===== src/rtl/assert_macros.svh =====
// Assertion macros used by the filter RTL.
`ifndef ASSERT_MACROS_SVH
`define ASSERT_MACROS_SVH

// Clocked property check, disabled while reset is high.
`define ASSERT_CLK(name, clk, rst, prop) \
   name: assert property (@(posedge clk) disable iff (rst) prop) \
      else $error("%m: check failed");

// Condition that must never hold at a clock edge.
`define ASSERT_NEVER(name, clk, rst, expr) \
   `ASSERT_CLK(name, clk, rst, !(expr))

`endif


===== src/rtl/fnmf_pkg.sv =====
// Package for the four-neighbor mean filter: widths, count codes, reciprocal.
package fnmf_pkg;

   localparam int FRAME_SIZE_DEF = 16;

   localparam int PIXEL_W = 8;
   localparam int MEAN_W  = 16;
   localparam int POS_W   = 4;
   localparam int RSP_W   = MEAN_W + 2 * POS_W;

   // four neighbors of 8 bits sum to at most 1020
   localparam int SUM_W = 10;
   localparam int CNT_W = 3;

   // neighbor counts
   localparam logic [CNT_W-1:0] CNT_CORNER = 3'd2;
   localparam logic [CNT_W-1:0] CNT_EDGE   = 3'd3;
   localparam logic [CNT_W-1:0] CNT_INNER  = 3'd4;

   // floor(x / 3) == (x * RECIP3) >> RECIP_SH for every x below 2**19
   localparam int RECIP_W  = 19;
   localparam int RECIP_SH = 20;
   localparam logic [RECIP_W-1:0] RECIP3 = 19'd349526;

endpackage


===== src/rtl/fnmf_mean.sv =====
// Rounded neighbor mean, 8 fraction bits, from a sum and a count of 2, 3 or 4.
module fnmf_mean (
   input  logic [fnmf_pkg::SUM_W-1:0]  sum,
   input  logic [fnmf_pkg::CNT_W-1:0]  cnt,
   output logic [fnmf_pkg::MEAN_W-1:0] mean
);
   import fnmf_pkg::*;

   localparam int X_W = SUM_W + 8;

   logic [X_W-1:0]         x3;
   logic [X_W+RECIP_W-1:0] prod3;

   // divide by 3: add half the divisor (1), then reciprocal multiply
   assign x3    = {sum, 8'd0} + X_W'(1);
   assign prod3 = x3 * RECIP3;

   always_comb begin
      case (cnt)
         // halves and quarters are exact after scaling by 256
         CNT_CORNER: mean = MEAN_W'({sum, 7'd0});
         CNT_INNER:  mean = MEAN_W'({sum, 6'd0});
         CNT_EDGE:   mean = MEAN_W'(prod3 >> RECIP_SH);
         default:    mean = '0;
      endcase
   end

endmodule


===== src/rtl/four_neighbor_mean_filter.sv =====
// Four-neighbor mean filter over a square frame, two line buffers in block RAM.
// First-row samples are written straight into a buffer without leaving idle;
// later samples pass from request to result load through accept, two RAM reads
// and output, bound by one read port per buffer, with no new request taken
// before the load. The frame's last sample adds a last-row flush. Reset
// (synchronous) clears state, position, bank and output valid; buffers keep their contents and need no clearing pass.
`include "assert_macros.svh"

module four_neighbor_mean_filter #(
   parameter int FRAME_SIZE = fnmf_pkg::FRAME_SIZE_DEF
) (
   input  logic                        clock,
   input  logic                        reset,
   // request channel
   input  logic                        req_tvalid,
   output logic                        req_tready,
   input  logic [fnmf_pkg::PIXEL_W-1:0] req_tdata,   // [7:0] pixel
   // result channel
   output logic                        rsp_tvalid,
   input  logic                        rsp_tready,
   output logic [fnmf_pkg::RSP_W-1:0]  rsp_tdata,   // [15:0] mean, [19:16] out_row,
                                                    // [23:20] out_col
   output logic                        rsp_tlast    // last_of_burst
);
   import fnmf_pkg::*;

   localparam int CW = $clog2(FRAME_SIZE);
   localparam logic [CW-1:0] POS_LAST = CW'(FRAME_SIZE - 1);

   // sequencer states
   localparam logic [2:0] S_IDLE = 3'd0;  // take a request
   localparam logic [2:0] S_RD1  = 3'd1;  // above + left data back, fetch right
   localparam logic [2:0] S_RD2  = 3'd2;  // right data back
   localparam logic [2:0] S_OUT  = 3'd3;  // load result for the row above
   localparam logic [2:0] S_FRD  = 3'd4;  // flush: fetch above + left
   localparam logic [2:0] S_FR1  = 3'd5;  // flush: data back, fetch right
   localparam logic [2:0] S_FR2  = 3'd6;  // flush: right data back
   localparam logic [2:0] S_FOUT = 3'd7;  // flush: load result

   logic [2:0]         state_ff, state_in;
   logic [CW-1:0]      row_ff, row_in;     // position of the next sample
   logic [CW-1:0]      col_ff, col_in;
   logic               bank_ff, bank_in;   // 0: older_mem is current row
   logic [CW-1:0]      fl_ff, fl_in;       // flush column
   logic [PIXEL_W-1:0] p_ff, p_in;
   logic [SUM_W-1:0]   sum_ff, sum_in;
   logic [CNT_W-1:0]   cnt_ff, cnt_in;

   // line buffers, one write and one read port each, registered read data
   logic [PIXEL_W-1:0] older_mem [FRAME_SIZE];
   logic [PIXEL_W-1:0] newer_mem [FRAME_SIZE];
   logic [PIXEL_W-1:0] older_rd_ff, newer_rd_ff;
   logic [CW-1:0]      older_raddr, newer_raddr;
   logic               older_we, newer_we;

   // logical view: current row buffer vs previous row buffer
   logic               cur_we;
   logic [PIXEL_W-1:0] cur_wdata;
   logic [CW-1:0]      cur_raddr, prev_raddr;
   logic [PIXEL_W-1:0] cur_rd, prev_rd;

   // output register
   logic               rsp_valid_ff, rsp_valid_in;
   logic [MEAN_W-1:0]  rsp_mean_ff;
   logic [POS_W-1:0]   rsp_row_ff, rsp_col_ff;
   logic               rsp_last_ff;
   logic [POS_W-1:0]   load_row, load_col;
   logic               load_last;

   logic               req_accept;
   logic               out_free;
   logic               load;
   logic               advance;
   logic               frame_end;
   logic [MEAN_W-1:0]  mean;

   assign req_tready = (state_ff == S_IDLE);
   assign req_accept = req_tvalid && req_tready;
   assign out_free   = !rsp_valid_ff || rsp_tready;
   assign frame_end  = (row_ff == POS_LAST) && (col_ff == POS_LAST);

   // bank select maps the logical buffers onto the two memories
   assign older_we    = cur_we && !bank_ff;
   assign newer_we    = cur_we && bank_ff;
   assign older_raddr = bank_ff ? prev_raddr : cur_raddr;
   assign newer_raddr = bank_ff ? cur_raddr : prev_raddr;
   assign cur_rd      = bank_ff ? newer_rd_ff : older_rd_ff;
   assign prev_rd     = bank_ff ? older_rd_ff : newer_rd_ff;

   always_ff @(posedge clock) begin
      if (older_we) begin
         older_mem[col_ff] <= cur_wdata;
      end
      older_rd_ff <= older_mem[older_raddr];
   end

   always_ff @(posedge clock) begin
      if (newer_we) begin
         newer_mem[col_ff] <= cur_wdata;
      end
      newer_rd_ff <= newer_mem[newer_raddr];
   end

   fnmf_mean u_mean (
      .sum  (sum_ff),
      .cnt  (cnt_ff),
      .mean (mean)
   );

   always_comb begin
      state_in   = state_ff;
      fl_in      = fl_ff;
      p_in       = p_ff;
      sum_in     = sum_ff;
      cnt_in     = cnt_ff;
      cur_we     = 1'b0;
      cur_wdata  = p_ff;
      cur_raddr  = col_ff;
      prev_raddr = col_ff;
      load       = 1'b0;
      load_row   = POS_W'(row_ff - 1'b1);
      load_col   = POS_W'(col_ff);
      load_last  = !frame_end;
      advance    = 1'b0;

      case (state_ff)
         S_IDLE: begin
            // fetch the sample above (two rows back) and upper-left
            cur_raddr  = col_ff;
            prev_raddr = col_ff - 1'b1;
            if (req_accept) begin
               p_in = req_tdata;
               if (row_ff == '0) begin
                  // first row only fills the buffer
                  cur_we    = 1'b1;
                  cur_wdata = req_tdata;
                  advance   = 1'b1;
               end else begin
                  state_in = S_RD1;
               end
            end
         end
         S_RD1: begin
            sum_in = SUM_W'(p_ff)
                   + ((row_ff > CW'(1)) ? SUM_W'(cur_rd) : '0)
                   + ((col_ff != '0) ? SUM_W'(prev_rd) : '0);
            cnt_in = CNT_W'(1) + CNT_W'(row_ff > CW'(1)) + CNT_W'(col_ff != '0);
            prev_raddr = col_ff + 1'b1;
            // old entry is read, overwrite with the new sample
            cur_we   = 1'b1;
            state_in = S_RD2;
         end
         S_RD2: begin
            sum_in   = sum_ff + ((col_ff != POS_LAST) ? SUM_W'(prev_rd) : '0);
            cnt_in   = cnt_ff + CNT_W'(col_ff != POS_LAST);
            state_in = S_OUT;
         end
         S_OUT: begin
            if (out_free) begin
               load = 1'b1;
               if (frame_end) begin
                  fl_in    = '0;
                  state_in = S_FRD;
               end else begin
                  advance  = 1'b1;
                  state_in = S_IDLE;
               end
            end
         end
         S_FRD: begin
            // last row is now the current buffer, row above it the previous
            prev_raddr = fl_ff;
            cur_raddr  = fl_ff - 1'b1;
            state_in   = S_FR1;
         end
         S_FR1: begin
            sum_in    = SUM_W'(prev_rd) + ((fl_ff != '0) ? SUM_W'(cur_rd) : '0);
            cnt_in    = CNT_W'(1) + CNT_W'(fl_ff != '0);
            cur_raddr = fl_ff + 1'b1;
            state_in  = S_FR2;
         end
         S_FR2: begin
            sum_in   = sum_ff + ((fl_ff != POS_LAST) ? SUM_W'(cur_rd) : '0);
            cnt_in   = cnt_ff + CNT_W'(fl_ff != POS_LAST);
            state_in = S_FOUT;
         end
         S_FOUT: begin
            load_row  = POS_W'(row_ff);
            load_col  = POS_W'(fl_ff);
            load_last = (fl_ff == POS_LAST);
            if (out_free) begin
               load = 1'b1;
               if (fl_ff == POS_LAST) begin
                  advance  = 1'b1;
                  state_in = S_IDLE;
               end else begin
                  fl_in    = fl_ff + 1'b1;
                  state_in = S_FRD;
               end
            end
         end
         default: begin
            state_in = S_IDLE;
         end
      endcase
   end

   // raster position; bank flips at each row end
   always_comb begin
      row_in  = row_ff;
      col_in  = col_ff;
      bank_in = bank_ff;
      if (advance) begin
         if (col_ff == POS_LAST) begin
            col_in  = '0;
            bank_in = !bank_ff;
            row_in  = (row_ff == POS_LAST) ? '0 : row_ff + 1'b1;
         end else begin
            col_in = col_ff + 1'b1;
         end
      end
   end

   always_comb begin
      if (load) begin
         rsp_valid_in = 1'b1;
      end else if (rsp_tready) begin
         rsp_valid_in = 1'b0;
      end else begin
         rsp_valid_in = rsp_valid_ff;
      end
   end

   always_ff @(posedge clock) begin
      if (reset) begin
         state_ff     <= S_IDLE;
         row_ff       <= '0;
         col_ff       <= '0;
         bank_ff      <= 1'b0;
         rsp_valid_ff <= 1'b0;
      end else begin
         state_ff     <= state_in;
         row_ff       <= row_in;
         col_ff       <= col_in;
         bank_ff      <= bank_in;
         rsp_valid_ff <= rsp_valid_in;
      end
   end

   always_ff @(posedge clock) begin
      fl_ff  <= fl_in;
      p_ff   <= p_in;
      sum_ff <= sum_in;
      cnt_ff <= cnt_in;
      if (load) begin
         rsp_mean_ff <= mean;
         rsp_row_ff  <= load_row;
         rsp_col_ff  <= load_col;
         rsp_last_ff <= load_last;
      end
   end

   assign rsp_tvalid = rsp_valid_ff;
   assign rsp_tdata  = {rsp_col_ff, rsp_row_ff, rsp_mean_ff};
   assign rsp_tlast  = rsp_last_ff;

   // a request past the first row always starts the read sequence
   `ASSERT_CLK(a_rd_after_req, clock, reset, (req_accept && row_ff != '0) |=> (state_ff == S_RD1))
   // bank flips exactly at a row end
   `ASSERT_CLK(a_bank_flip, clock, reset, (advance && col_ff == POS_LAST) |=> (bank_ff != $past(bank_ff)))
   // flush runs only with the position parked on the frame's last sample
   `ASSERT_NEVER(a_flush_pos, clock, reset, (state_ff == S_FRD) && !frame_end)
   // a new result never overwrites one that is stalled
   `ASSERT_CLK(a_no_overwrite, clock, reset, (load && rsp_valid_ff) |-> rsp_tready)

endmodule

===== config.mk =====
export PLATFORM = sky130hd
export DESIGN_NAME = four_neighbor_mean_filter
export DESIGN_NICKNAME = d
export VERILOG_FILES = /design/src/rtl/fnmf_pkg.sv /design/src/rtl/fnmf_mean.sv /design/src/rtl/four_neighbor_mean_filter.sv
export VERILOG_INCLUDE_DIRS = /design/src /design/src/rtl
export SDC_FILE = /design/constraint.sdc
export NUM_CORES = 1
export LEC_CHECK = 0
export BUFFER_PORTS_ARGS = -buffer_cell sky130_fd_sc_hd__buf_2
export CAP_MARGIN = 20
export CORE_MARGIN = 10
export CORE_UTILIZATION = 66
export CTS_BUF_LIST = sky130_fd_sc_hd__clkbuf_8
export CTS_CLUSTER_DIAMETER = 200
export DETAILED_ROUTE_END_ITERATION = 6
export PLACE_DENSITY = 0.85
export SYNTH_ARGS = -nofsm -noshare
export SYNTH_HDL_FRONTEND = slang
export SYNTH_HIERARCHICAL = 1
export SYNTH_SLANG_ARGS = --single-unit

===== constraint.sdc =====
create_clock -name clock -period 6.6 [get_ports clock]
set_clock_uncertainty 0.2 [all_clocks]
set_input_delay 0 -clock clock [delete_from_list [all_inputs] [get_ports clock]]
set_output_delay 0 -clock clock [all_outputs]
set_load 0.1 [all_outputs]

==> out/metrics.yaml <==
syn-cell-area_mm2: 0.0192
h-tree-depth: 2
startpoint_type: "flop"
place_congestion: 0.966
wirelength_um: 45100
post-cts-setup-buffers: 0
overflow: 0
wire_per_inst_um: 22.8
cts.repair.resized: 0
setup-violations-final: 0
finalCriticalPeriod_ps: 5560
worst_path_max_delay_cell: "edfxtp_1"
fmax_mhz: 180
synthFlopType: "edfxtp_1"
syn-num-nets: 1708
place_inst: 1861
ys.warnings.count: 6
multi_input_comb_area_mm2: 0.00877
synth-seq-area-share: 0.508
slew_violations: 0
grt_setup_unrepaired: "false"
die_h_um: 191
numPortBuffers: 38
fp.coreArea_mm2: 0.0287
synth.avg_cell_area_um2: 12.9
clock-sinks: 335
clkLatencyLatePin_ps: 610
rrSetupSlack_ps: 1040
cp.arrival_ps: 5680
cp_num_buf_inv: 2
end_kind: "flop"
clk_path_buf_depth: 3
synth-compound-area-share: 0.0770
async_flop_share: 0
hpwlAfterDp_um: 32000
initial_core_util: 0.671
drt.antenna.violating_nets: 0
worstMarginPinSlew_ps: 1090
power_frac_clock: 0.163
vias: 12200
grt_max_degree: 58
min_path_type: "primary input to flop"
grt_pass1_vias: 12500
yosys-mux-area-fraction: 0.122
crit_chain: "ha_1, ha_1, xor2_1, ha_1, inv_1, fa_1, inv_1, fa_1, ha_1, ha_1, a21oi_1, o21ai_1, a221o_1, a21o_1, a41oi_1, xnor2_1, o22ai_1"
drc: 0
synthXorXnorAreaFrac: 0.0300
n_antenna_cell: 0
crit_top_cell: "ha_1"
status: "complete, no violations"
die_w_um: 191
p_seq_frac: 0.248
die_area_mm2: 0.0364
syn_inst: 1487
internal_power_uw: 5690
synth_top_family_by_area: "adder cells"
slew_headroom: 0.275
critPathTopFamily: "adder cells"
period_share: 0.843
fin_util: 0.727
crit_fanout: 10
clk_pin_slew_ps: 70
drive_gt1_frac: 0.117
p_comb_frac: 0.589
ys_ff_latch: 335
synth_cell_types: 67
switching_share: 0.455
power_leakage_uw: 0.00867
required_ps: 6720
hold_violations: 0
seq_area_mm2: 0.00977
grt_pass1_wl_um: 70500
synth_simple_gate_area_frac: 0.0692
power_density_mw_per_mm2: 500
tritoncts: "built"
area_growth_pct: 8.45
critPathMaxStageDelay_ps: 630
synthAdderAreaFrac: 0.157
synth_edf_count: 306
nets: 1771
netSwitchingPower_uw: 4750
postCtsHoldBufs: 18
drt_first_pass_iters: 5
fin_setup_tns_ps: 0
grt_antenna_before_repair: 0
viasPerCell: 6.18
cts_root_buf: "clkbuf_8"
cts_inserted_buffers: 53
maxCapViolations: 0
fill_cells: 1923
layoutNonFillerInstCount: 1976
ir_worst_vdd_mv: 0.562
drtIter0Drc: 1028
io_pins: 39
track_usage: 0.249
num_rows: 62
path_class: "flop to flop"
path summary, 6_finish.rpt:
| path | from | endpoint | cells after the start |
|---|---|---|---|
| setup / recovery | sum_ff[0] | rsp_mean_ff[15] | 17 |
| setup reg to reg | sum_ff[0] | rsp_mean_ff[15] | 17 |
| hold / removal | req_tdata[4] | p_ff[4] | 2 |
| hold reg to reg | row_ff[3] | row_ff[3] | 2 |
flip-flops by register name, summed over array words and instances (netlist names):
name / cells
rsp_tvalid: 1
cnt_ff: 3
rsp_mean_ff: 16
sum_ff: 10
rsp_row_ff: 4
col_ff: 4
older_rd_ff: 8
row_ff: 4
rsp_tlast: 1
bank_ff: 1
older_mem: 128
p_ff: 8
state_ff: 3
rsp_col_ff: 4
fl_ff: 4
newer_mem: 128
newer_rd_ff: 8
worst reg2reg max path: cells and delay by family, from the launching register on:
family	cells	cell delay [ps]
AOI/OAI and AO/OA	6	1180
xor gates and xnor gates	2	300
DFF	1	630
buffers and inverters	2	110
adders and majority gates	7	2880
cells in the final DEF (no fill, tap or decap), drive strengths merged, types with 9 or more instances in the layout:
cell,count
fa,54
inv,116
clkbuf,54
a21o,19
dlygate4sd3,18
dfxtp,29
xor2,28
nor3,18
and3,16
nor2b,12
ha,155
o22ai,32
a221oi,14
edfxtp,306
mux2,44
a21oi,51
nor2,109
buf,50
a22oi,17
nand3,11
nand2,50
a211oi,13
clkinv,21
xnor2,38
nand2b,9
mux2i,182
o21ai,24
and2,26
synth_stat cells, types with 5 or more instances:
cell type	n	area share
a211oi_1	13	0.0051
a21o_1	18	0.0070
a21oi_1	48	0.012
a221oi_1	13	0.0059
a22oi_1	17	0.0066
and2_1	26	0.0085
and3_1	16	0.0052
buf_2	21	0.0055
buf_4	5	0.0020
buf_6	11	0.0064
clkbuf_1	20	0.0039
dfxtp_1	29	0.030
edfxtp_1	306	0.48
fa_1	54	0.056
ha_1	155	0.10
inv_1	98	0.019
mux2_2	43	0.025
mux2i_1	180	0.094
nand2_1	50	0.0098
nand2b_1	9	0.0029
nand3_1	11	0.0029
nand4_1	6	0.0020
nor2_1	108	0.021
nor2b_1	12	0.0039
nor3_1	17	0.0044
o21a_1	7	0.0027
o21ai_0	23	0.0060
o221ai_1	5	0.0023
o22ai_1	32	0.010
or2_2	6	0.0020
or3_1	7	0.0023
xnor2_1	38	0.017
xor2_1	28	0.013
metal layers:
layer | track usage | share of wire | up-vias
met2 | 0.401 | 0.47 | 484
met4 | 0.0996 | 0.036 | 0
li1 | - | - | 5637
met1 | 0.328 | 0.42 | 5989
met3 | 0.0454 | 0.072 | 96
met5 | 0 | 0 | -
through the flow:
stage | hold slack [ps] | total power, µW | setup slack [ps] | area (µm²)
floorplan | -121 | 7130 | 1520 | 19200
global route | 16.4 | 11300 | 761 | 20900
global placement | -9.17 | 8690 | 1070 | 19700
detailed placement | -4.51 | 8650 | 1100 | 19700
finish | 13.2 | 10400 | 1040 | 20900
CTS | 1.46 | 10400 | 1050 | 20900
power groups by stage:
stage	logic (µW)	clock network (µW)	registers (µW)
6_report	6150	1700	2590
5_1_grt	6840	1820	2590
4_1_cts	6080	1710	2580
3_5_place_dp	6020	0	2620
3_3_place_gp	6070	0	2620
2_1_floorplan	4550	0	2580
cell type report:
type / count / share of cell area
repair buffers: 68 / 0.0221
clock buffers: 54 / 0.0356
clock inverters: 43 / 0.0132
multi-input cells: 993 / 0.420
well taps: 384 / 0.0230
inverters: 99 / 0.0178
flip-flops and latches: 335 / 0.468
logic make-up (layout without fill, tap and decap cells):
kind of cell	count (synthesis)	after routing
AO/OA/AOI/OAI	214	214
adder cells (fa/ha/maj)	209	209
multiplexers	226	226
buffers and inverters	159	264
XOR/XNOR	66	66
flip-flops	335	335
AND/OR/NAND/NOR	278	278
Power figures use the tool's default switching activity.
